==> src/rtl/sha256_byte_stream_digest_assert.svh <==
// Assertion macros for the SHA-256 byte stream digest block.
// Included by rtl/sha256_byte_stream_digest.sv; no other dependencies.
`ifndef SHA256_BYTE_STREAM_DIGEST_ASSERT_SVH
`define SHA256_BYTE_STREAM_DIGEST_ASSERT_SVH

// Implication checked at every clock edge outside reset.
`define SHA_ASSERT_IMP(label, clk, rst, ante, cons, msg) \
  label: assert property (@(posedge clk) disable iff (rst) (ante) |-> (cons)) \
    else $error(msg);

// Next-cycle implication checked outside reset.
`define SHA_ASSERT_NEXT(label, clk, rst, ante, cons, msg) \
  label: assert property (@(posedge clk) disable iff (rst) (ante) |=> (cons)) \
    else $error(msg);

`endif

==> src/rtl/sha_pkg.sv <==
// Package for the SHA-256 byte stream digest block: round constants,
// initial vector, sequencer states and round helper functions. No dependencies.
package sha_pkg;

  typedef enum logic [2:0] {
    ST_IDLE,
    ST_LOAD,
    ST_ROUND,
    ST_ADD,
    ST_PAD,
    ST_EMIT
  } state_t;

  localparam logic [7:0] PAD_MARK = 8'h80;
  localparam logic [5:0] LEN_POS  = 6'd56;

  function automatic logic [31:0] round_k(input logic [5:0] i);
    logic [31:0] k [64];
    k = '{
      32'h428a2f98, 32'h71374491, 32'hb5c0fbcf, 32'he9b5dba5,
      32'h3956c25b, 32'h59f111f1, 32'h923f82a4, 32'hab1c5ed5,
      32'hd807aa98, 32'h12835b01, 32'h243185be, 32'h550c7dc3,
      32'h72be5d74, 32'h80deb1fe, 32'h9bdc06a7, 32'hc19bf174,
      32'he49b69c1, 32'hefbe4786, 32'h0fc19dc6, 32'h240ca1cc,
      32'h2de92c6f, 32'h4a7484aa, 32'h5cb0a9dc, 32'h76f988da,
      32'h983e5152, 32'ha831c66d, 32'hb00327c8, 32'hbf597fc7,
      32'hc6e00bf3, 32'hd5a79147, 32'h06ca6351, 32'h14292967,
      32'h27b70a85, 32'h2e1b2138, 32'h4d2c6dfc, 32'h53380d13,
      32'h650a7354, 32'h766a0abb, 32'h81c2c92e, 32'h92722c85,
      32'ha2bfe8a1, 32'ha81a664b, 32'hc24b8b70, 32'hc76c51a3,
      32'hd192e819, 32'hd6990624, 32'hf40e3585, 32'h106aa070,
      32'h19a4c116, 32'h1e376c08, 32'h2748774c, 32'h34b0bcb5,
      32'h391c0cb3, 32'h4ed8aa4a, 32'h5b9cca4f, 32'h682e6ff3,
      32'h748f82ee, 32'h78a5636f, 32'h84c87814, 32'h8cc70208,
      32'h90befffa, 32'ha4506ceb, 32'hbef9a3f7, 32'hc67178f2
    };
    return k[i];
  endfunction

  function automatic logic [31:0] init_vec(input logic [2:0] i);
    logic [31:0] v [8];
    v = '{32'h6a09e667, 32'hbb67ae85, 32'h3c6ef372, 32'ha54ff53a,
          32'h510e527f, 32'h9b05688c, 32'h1f83d9ab, 32'h5be0cd19};
    return v[i];
  endfunction

  function automatic logic [31:0] rotr(input logic [31:0] x, input int n);
    return (x >> n) | (x << (32 - n));
  endfunction

endpackage

==> src/rtl/sha256_byte_stream_digest.sv <==
// SHA-256 digest of a byte stream; one shared round unit under a sequencer.
// Depends on sha_pkg and sha256_byte_stream_digest_assert.svh.
//
//  channel | direction | signals
//  in      | sink      | in_valid/in_ready, data_byte, byte_present, message_end
//  out     | source    | out_valid/out_ready, digest_word, word_number, final_word
//
// A byte that does not fill a block is written while the sequencer stays idle. A full
// block keeps the input busy through the load, round and add states (one shared round unit).
// A message end pads 1 byte per cycle up to the block end (mark, zeros, length),
// then compresses; a mark at byte 56 or later costs a second pad and compress.
// Eight digest words follow, one per accepted output request.
// Synchronous reset loads the initial vector; no clearing pass is needed.
// The input is not ready while a block is padded, compressed or the digest drains.
module sha256_byte_stream_digest (
  input  logic        clk,
  input  logic        rst,
  input  logic        in_valid,
  output logic        in_ready,
  input  logic [7:0]  data_byte,
  input  logic        byte_present,
  input  logic        message_end,
  output logic        out_valid,
  input  logic        out_ready,
  output logic [31:0] digest_word,
  output logic [2:0]  word_number,
  output logic        final_word
);

  `include "sha256_byte_stream_digest_assert.svh"

  sha_pkg::state_t state, state_next;

  logic [31:0] block_words [16];   // block buffer as big-endian words
  logic [31:0] sched [16];         // rolling schedule
  logic [31:0] hash_words [8];
  logic [31:0] va, vb, vc, vd, ve, vf, vg, vh;
  logic [5:0]  fill_count;
  logic [63:0] byte_total;
  logic [5:0]  round_cnt;
  logic        ending;             // message end pending
  logic        mark_done;          // pad mark already written
  logic        len_block;          // current pad block carries the length
  logic        len_done;           // length block handed to compression
  logic [2:0]  emit_cnt;

  logic        accept;
  logic [31:0] w_cur, t1, t2, w15, w2, s0, s1;
  logic [63:0] bits;

  logic        cur_len_block;
  logic [5:0]  len_sel;
  logic [7:0]  pad_byte;
  logic        bwr;
  logic [7:0]  bval;

  assign accept   = in_valid && in_ready;
  assign in_ready = (state == sha_pkg::ST_IDLE);
  assign bits     = {byte_total[60:0], 3'b000};

  // Schedule word and round arithmetic for the shared round unit
  always_comb begin
    w15 = sched[1];
    w2  = sched[14];
    s0  = sha_pkg::rotr(w15, 7) ^ sha_pkg::rotr(w15, 18) ^ (w15 >> 3);
    s1  = sha_pkg::rotr(w2, 17) ^ sha_pkg::rotr(w2, 19) ^ (w2 >> 10);
    if (round_cnt < 6'd16) begin
      w_cur = sched[0];
    end else begin
      w_cur = sched[0] + s0 + sched[9] + s1;
    end
    t1 = vh + (sha_pkg::rotr(ve, 6) ^ sha_pkg::rotr(ve, 11) ^ sha_pkg::rotr(ve, 25))
       + ((ve & vf) ^ (~ve & vg)) + sha_pkg::round_k(round_cnt) + w_cur;
    t2 = (sha_pkg::rotr(va, 2) ^ sha_pkg::rotr(va, 13) ^ sha_pkg::rotr(va, 22))
       + ((va & vb) ^ (va & vc) ^ (vb & vc));
  end

  // Next state
  always_comb begin
    state_next = state;
    unique case (state)
      sha_pkg::ST_IDLE: begin
        if (accept) begin
          if (byte_present && fill_count == 6'd63) begin
            state_next = sha_pkg::ST_LOAD;
          end else if (message_end) begin
            state_next = sha_pkg::ST_PAD;
          end
        end
      end
      sha_pkg::ST_LOAD: begin
        if (round_cnt == 6'd15) state_next = sha_pkg::ST_ROUND;
      end
      sha_pkg::ST_ROUND: begin
        if (round_cnt == 6'd63) state_next = sha_pkg::ST_ADD;
      end
      sha_pkg::ST_ADD: begin
        if (!ending) state_next = sha_pkg::ST_IDLE;
        else if (len_done) state_next = sha_pkg::ST_EMIT;
        else state_next = sha_pkg::ST_PAD;
      end
      sha_pkg::ST_PAD: begin
        if (fill_count == 6'd63) state_next = sha_pkg::ST_LOAD;
      end
      sha_pkg::ST_EMIT: begin
        if (out_ready && emit_cnt == 3'd7) state_next = sha_pkg::ST_IDLE;
      end
      default: state_next = sha_pkg::ST_IDLE;
    endcase
  end

  always_ff @(posedge clk) begin
    if (rst) state <= sha_pkg::ST_IDLE;
    else state <= state_next;
  end

  // Pad byte: mark first, then zeros, length bytes at the end of the length block
  always_comb begin
    cur_len_block = mark_done ? len_block : (fill_count < sha_pkg::LEN_POS);
    len_sel       = 6'd63 - fill_count;
    if (!mark_done) begin
      pad_byte = sha_pkg::PAD_MARK;
    end else if (cur_len_block && fill_count >= sha_pkg::LEN_POS) begin
      pad_byte = bits[{len_sel[2:0], 3'b000} +: 8];
    end else begin
      pad_byte = 8'h00;
    end
  end

  // Byte write into the block buffer (shared by input and padding)
  always_comb begin
    bwr  = 1'b0;
    bval = data_byte;
    if (state == sha_pkg::ST_IDLE && accept && byte_present) begin
      bwr = 1'b1;
    end else if (state == sha_pkg::ST_PAD) begin
      bwr  = 1'b1;
      bval = pad_byte;
    end
  end

  always_ff @(posedge clk) begin
    if (bwr) begin
      block_words[fill_count[5:2]][{~fill_count[1:0], 3'b000} +: 8] <= bval;
    end
  end

  // Schedule, counters and round variables
  always_ff @(posedge clk) begin
    if (state == sha_pkg::ST_LOAD) begin
      for (int i = 0; i < 15; i++) sched[i] <= sched[i + 1];
      sched[15] <= block_words[round_cnt[3:0]];
    end else if (state == sha_pkg::ST_ROUND) begin
      for (int i = 0; i < 15; i++) sched[i] <= sched[i + 1];
      sched[15] <= w_cur;
      vh <= vg; vg <= vf; vf <= ve; ve <= vd + t1;
      vd <= vc; vc <= vb; vb <= va; va <= t1 + t2;
    end
    if (state == sha_pkg::ST_LOAD && round_cnt == 6'd0) begin
      va <= hash_words[0]; vb <= hash_words[1];
      vc <= hash_words[2]; vd <= hash_words[3];
      ve <= hash_words[4]; vf <= hash_words[5];
      vg <= hash_words[6]; vh <= hash_words[7];
    end
    if (rst) begin
      fill_count <= '0;
      byte_total <= '0;
      round_cnt  <= '0;
      ending     <= 1'b0;
      mark_done  <= 1'b0;
      len_block  <= 1'b0;
      len_done   <= 1'b0;
      emit_cnt   <= '0;
      for (int i = 0; i < 8; i++) hash_words[i] <= sha_pkg::init_vec(3'(i));
    end else begin
      unique case (state)
        sha_pkg::ST_IDLE: begin
          if (accept) begin
            ending    <= message_end;
            mark_done <= 1'b0;
            len_block <= 1'b0;
            len_done  <= 1'b0;
            if (byte_present) begin
              fill_count <= fill_count + 6'd1;
              byte_total <= byte_total + 64'd1;
            end
          end
        end
        sha_pkg::ST_LOAD: begin
          round_cnt <= (round_cnt == 6'd15) ? 6'd0 : round_cnt + 6'd1;
        end
        sha_pkg::ST_ROUND: begin
          round_cnt <= round_cnt + 6'd1;
        end
        sha_pkg::ST_ADD: begin
          hash_words[0] <= hash_words[0] + va; hash_words[1] <= hash_words[1] + vb;
          hash_words[2] <= hash_words[2] + vc; hash_words[3] <= hash_words[3] + vd;
          hash_words[4] <= hash_words[4] + ve; hash_words[5] <= hash_words[5] + vf;
          hash_words[6] <= hash_words[6] + vg; hash_words[7] <= hash_words[7] + vh;
          // Length did not fit: the next pad block carries it
          if (ending && !len_done) len_block <= 1'b1;
        end
        sha_pkg::ST_PAD: begin
          fill_count <= fill_count + 6'd1;
          mark_done  <= 1'b1;
          len_block  <= cur_len_block;
          if (fill_count == 6'd63) len_done <= cur_len_block;
        end
        sha_pkg::ST_EMIT: begin
          if (out_ready) begin
            emit_cnt <= emit_cnt + 3'd1;
            if (emit_cnt == 3'd7) begin
              for (int i = 0; i < 8; i++) hash_words[i] <= sha_pkg::init_vec(3'(i));
              fill_count <= '0;
              byte_total <= '0;
              ending     <= 1'b0;
            end
          end
        end
        default: ;
      endcase
    end
  end

  // Output channel
  assign out_valid   = (state == sha_pkg::ST_EMIT);
  assign digest_word = hash_words[emit_cnt];
  assign word_number = emit_cnt;
  assign final_word  = (emit_cnt == 3'd7);

  `SHA_ASSERT_IMP(a_out_idle, clk, rst, out_valid, !in_ready, "output while input open")
  `SHA_ASSERT_IMP(a_round_range, clk, rst, state == sha_pkg::ST_LOAD, round_cnt < 6'd16, "load count out of range")
  `SHA_ASSERT_NEXT(a_emit_done, clk, rst, out_valid && out_ready && final_word, state == sha_pkg::ST_IDLE, "digest drain did not end")

endmodule

==> config.mk <==
export PLATFORM = sky130hd
export DESIGN_NAME = sha256_byte_stream_digest
export DESIGN_NICKNAME = d
export VERILOG_FILES = /design/src/rtl/sha_pkg.sv /design/src/rtl/sha256_byte_stream_digest.sv
export VERILOG_INCLUDE_DIRS = /design/src /design/src/rtl
export SDC_FILE = /design/constraint.sdc
export NUM_CORES = 2
export LEC_CHECK = 0
export ABC_CLOCK_PERIOD_IN_PS = 37400
export BUFFER_PORTS_ARGS = -buffer_cell sky130_fd_sc_hd__buf_4
export CORE_ASPECT_RATIO = 0.9
export CORE_MARGIN = 10
export CORE_UTILIZATION = 30
export CTS_CLUSTER_SIZE = 40
export DETAILED_ROUTE_END_ITERATION = 8
export GPL_TIMING_DRIVEN = 0
export HOLD_SLACK_MARGIN = 0.05
export PLACE_DENSITY_LB_ADDON = 0.15
export SLEW_MARGIN = 20
export SYNTH_ARGS = -nofsm -noshare
export SYNTH_HDL_FRONTEND = slang
export SYNTH_SLANG_ARGS = --single-unit
export TNS_END_PERCENT = 5
==> constraint.sdc <==
create_clock -name clk -period 37.4 [get_ports clk]
set_clock_uncertainty 0.2 [all_clocks]
set_input_delay 7.48 -clock clk [delete_from_list [all_inputs] [get_ports clk]]
set_output_delay 7.48 -clock clk [all_outputs]
set_load 0.005 [all_outputs]
After elaboration in Yosys (flattened, before gate mapping)

Memories as Yosys holds them, arrays and structs flattened. A register that Yosys moved wholly into a read port is not among the register bits.
Cells that the tools add are included.

$add $sub $neg: 24
Order comparisons: 4
Equal/unequal tests: 20
Shift-type cells: 3
Mux-type cells: 119
Bitwise gates (word level): 61
Reductions and logical operators: 26

Operator list:

| operator                                             | number |
|---|---|
| two-way mux 32 bit                                   | 60 |
| adder 32 bit                                         | 18 |
| bitwise XOR 32 bit                                   | 9 |
| two-way mux 64 bit                                   | 4 |
| bitwise AND 32 bit                                   | 5 |
| case mux 64 bit (2 select lines)                     | 1 |
| adder 64 x 1 -> 64 bit, second input constant        | 1 |
| indexed part select 64 x 7 -> 8 bit                  | 1 |
| two-way mux 8 bit                                    | 4 |
| inverter 32 bit                                      | 1 |
| bitwise OR 1 bit                                     | 32 |
| bitwise OR 10 x 32 -> 32 bit                         | 1 |
| bitwise OR 13 x 32 -> 32 bit                         | 1 |
| bitwise OR 14 x 32 -> 32 bit                         | 1 |
| bitwise OR 15 x 32 -> 32 bit                         | 1 |
| bitwise OR 19 x 32 -> 32 bit                         | 1 |
| bitwise OR 21 x 32 -> 32 bit                         | 1 |
| bitwise OR 25 x 32 -> 32 bit                         | 1 |
| bitwise OR 26 x 32 -> 32 bit                         | 1 |
| bitwise OR 30 x 32 -> 32 bit                         | 1 |
| bitwise OR 7 x 32 -> 32 bit                          | 1 |
| variable shift 8 x 7 -> 32 bit, first input constant | 1 |
| indexed part select 8 x 7 -> 32 bit                  | 1 |
| bitwise XOR 32 x 22 -> 32 bit                        | 1 |
| 39 further kinds                                     | 108 |

Flip-flop bits (word level): 342
Bits in writable memories: 1280
Bits in read-only memories: 2048
Input port bits: 14
Output and inout port bits: 38
Word-level logic and storage cells: 278
Memories: 4

Memories:

| memory          | depth | bits a word | read ports | clocked after Yosys merged registers in | write ports | line                            | source |
|---|---|---|---|---|---|---|---|
| (no name shown) | 64    | 32          | 1          | 0                                       | 0           | sha_pkg.sv:37                   | `return k[i];` |
| block_words     | 16    | 32          | 1          | 1                                       | 1           | sha256_byte_stream_digest.sv:34 | `logic [31:0] block_words [16];` |
| sched           | 16    | 32          | 16         | 0                                       | 16          | sha256_byte_stream_digest.sv:35 | `logic [31:0] sched [16];` |
| hash_words      | 8     | 32          | 9          | 1                                       | 8           | sha256_byte_stream_digest.sv:36 | `logic [31:0] hash_words [8];` |

Logic depth before layout (Yosys ltp)

An unclocked memory read counts as a cell.

Depth in word-level cells: 13
Gate-level depth with buffers: 49
Gate-level depth less buffers: 49

Worst setup path after synthesis

Ideal clock, no wire load.

Path kind: flip-flop to flip-flop
Start point: register state[0]
End point: register round_cnt[5]
Setup time: 0.070 ns
Arrival time: 13.182 ns
Data required time: 37.130 ns
Slack: 23.948 ns
Cell stages (with the launch flop): 8
Buffers on the path: 0
Clock period less this slack: 13.452 ns
Cells stage by stage: dfxtp_1 > inv_1 > nor3_1 > a21oi_1 > inv_1 > nand3_1 > or3_1 > a21oi_1

Word-level cells in the longest chain between the ends: 2
Elaborated cells between the ends (all ways): 4
Those cells by class: eq/ne (2); mux (1); reduce/logical (1)

RTL lines:

| item                                                                         | line                             | source |
|---|---|---|
| from (decl)                                                                  | sha256_byte_stream_digest.sv:32  | `sha_pkg::state_t state, state_next;` |
| from (signal assigned)                                                       | sha256_byte_stream_digest.sv:113 | `if (rst) state <= sha_pkg::ST_IDLE;` |
| from (signal assigned)                                                       | sha256_byte_stream_digest.sv:114 | `else state <= state_next;` |
| == test 3 x 2 -> 1 bit / == test 3 x 1 -> 1 bit (equally long branches)      | sha256_byte_stream_digest.sv:176 | `unique case (state)` |
| case mux 6 bit (2 select lines) / nonzero test 2 bit (equally long branches) | n/a                              |  |
| to (signal assigned)                                                         | sha256_byte_stream_digest.sv:190 | `round_cnt <= (round_cnt == 6'd15) ? 6'd0 : round_cnt + 6'd1;` |
| to (signal assigned)                                                         | sha256_byte_stream_digest.sv:193 | `round_cnt <= round_cnt + 6'd1;` |
| to (decl)                                                                    | sha256_byte_stream_digest.sv:40  | `logic [5:0] round_cnt;` |

Parallel ways exist; a longest one is shown, timed or not.
A chain may end at the register's enable or synchronous reset.

==> impl_metrics.toml <==
[setup_path]
critical_path_required_ps = 37780
r2r_cells = 49
max_stage_delay_ps = 610
crit_end = "va[31]"
cp_max_fo = 7
ff2ff_setup_slack_ps = 24680
crit_start = "sched[0][40]"
timing.rr.end = "va[31]"
r2r-start = "sched[0][40]"
critPathCaptureType = "flip-flop"
slowest_stage = "edfxtp_1"
cp.arrival_ps = 13090
critPathLaunchType = "flip-flop"
worstSetupPathType = "flip-flop to flip-flop"

[final_layout]
final.fill_count = 29400
fin_area_um2 = 102000
final_cell_mix = "edfxtp_1, nand2_1, a21oi_1, nor2_1, inv_1"
drive_gt1_share_pct = 10.3
area.growth.synth_to_final_pct = 14.2
final_common_cell = "edfxtp_1"
nets = 8486

[placement]
gp_congestion = 0.964
dpl_cell_area_um2 = 95300
dp_hpwl_um = 253000
io_buffers = 50

[floorplanning]
boundaryPins = 52
core_area_um2 = 295000
rows = 189
die_width_um = 594
die_y_um = 537
start_util_pct = 30.2
die_area_um2 = 319000

[cts]
h-tree-depth = 4
numCtsBuffers = 198
cts.sinks = 1626
cts_resized = 0
clkLatencyLatePin_ps = 930
tritoncts = "yes"
clk_pin_slew_ps = 60
clock_path_buffers = 4
clockRootBuffer = "clkbuf_16"
post_cts_buffers = 0
cts_hold_buf = 0

[synth]
yosysWarnings = 0
netlist_instances = 7577
synth_top_area_share_pct = 47.5
syn-num-nets = 8194
synth.largest_area_cell = "edfxtp_1"
ys.flop_type = "edfxtp_1"
ys_ff_latch = 1626
syn_avg_cell_area_um2 = 11.8
synth_area_um2 = 89100
synthTopCellsByArea = "edfxtp_1, mux4_2, ha_1"
async_reset_ff_share_pct = 0
ys_types = 96
yosysSeqAreaShare_pct = 52.4
synth_edf_count = 1408

[grt]
grt_usage_pct = 20.0
first_global_vias = 60700
grt_max_degree = 115
grt-ovfl-total = 0
antenna_found_initial = 31
grt_pass1_wl_um = 464000

[sta]
fin_crit_ps = 12720
hold_violations = 0
rsz0062_at_grt = "false"
tns_ps = 0
worst_slew_pin_slew_ps = 1280
slew_headroom_pct = 14.9
setup_viol = 0
fmax_mhz = 78.6
slew_violations = 0
min_period_over_period_pct = 34.0

[route]
wire_per_inst_um = 27.7
first_iter_violations = 6875
vias_per_cell = 5.23
ant_nets = 0
vias = 62500
first_pass_iters = 5
drc = 0
wirelength_um = 330000

[hold_path]
hold_path_class = "flip-flop to flip-flop"

[run_status]
status = "complete, no violations"

[flow_run]
max_cap_violations = 0
## worst min path at each step
stage,start,to,cells past startpoint
after floorplan,sched[0][132],sched[0][100],0
final,sched[1][135],sched[1][103],0
after global routing,sched[1][135],sched[1][103],0
after global placement,sched[1][173],sched[1][141],0
after detailed placement,sched[0][138],sched[0][106],0
after CTS,sched[1][135],sched[1][103],0
## cell families (layout without fill, tap and decap cells)
group                      count (synthesis)  after routing  synth area share [%]
and+or+nand+nor                         2070           2070                  10.1
other                                      0              2                     0
adders and majority gates                608            608                  10.2
DFF                                     1626           1626                  52.4
muxes                                    337            337                  7.31
xor gates and xnor gates                 636            636                  6.26
buffers and inverters                    805           1245                  3.42
AOI/OAI and AO/OA                       1495           1495                  10.4
## routing by layer
layer	global-route usage, %	up-vias	routed length (um)
met5	0	-	0
met4	5.49	0	9660
met3	2.99	435	22200
met2	29.8	2183	140000
met1	30.0	31900	158000
li1	-	28000	-
## critical path: cells and delay by family, from the launching register on
| family | cells | cell delay [ps] |
|---|---|---|
| AOI/OAI and AO/OA | 20 | 5320 |
| xor gates and xnor gates | 6 | 1270 |
| adders and majority gates | 10 | 3860 |
| buffers and inverters | 7 | 510 |
| DFF | 1 | 610 |
| and+or+nand+nor | 6 | 620 |
## stage by stage
stage	cells	hold WS (ps)	setup slack, ps	utilization (%)
2_1_floorplan	7577	200	23950	-
3_3_place_gp	11500	200	17880	32.0
3_5_place_dp	11600	205	24860	32.3
4_1_cts	11900	163	24760	34.5
5_1_grt	11900	170	24050	34.5
6_report	11900	183	24680	34.5
## final cells by class
type	instances	area (um^2)	share of cell area, %
clock inverter	107	1160	1.14
inverter	472	1780	1.75
buffer	333	1340	1.32
sequential	1626	46600	45.8
antenna	2	5.00	0.00492
timing repair buffer	92	1160	1.14
tap	3915	4900	4.81
multi-input combinational	5146	39600	38.9
clock buffer	241	5210	5.12
## flip-flops by register name, summed over array words and instances, names as in the netlist, named ones only
name	flops
len_block	1
vg	32
ve	32
block_words	512
word_number	3
vh	32
vc	32
ending	1
hash_words	256
len_done	1
fill_count	6
round_cnt	6
state	3
vb	32
sched	512
byte_total	61
vd	32
mark_done	1
va	32
vf	32
## cells in the mapped netlist (all sizes together) (218+ instances only)
library cell and number:
dfxtp 218, a21oi 481, ha 407, edfxtp 1408
nor2 488, xnor2 375, o21ai 382, mux4 244
nand2 1051, inv 471, clkbuf 292, xor2 261
Power is left out: the tool's default activity adds up to more than one toggle a clock period on the data nets, which glitch-free logic cannot reach.
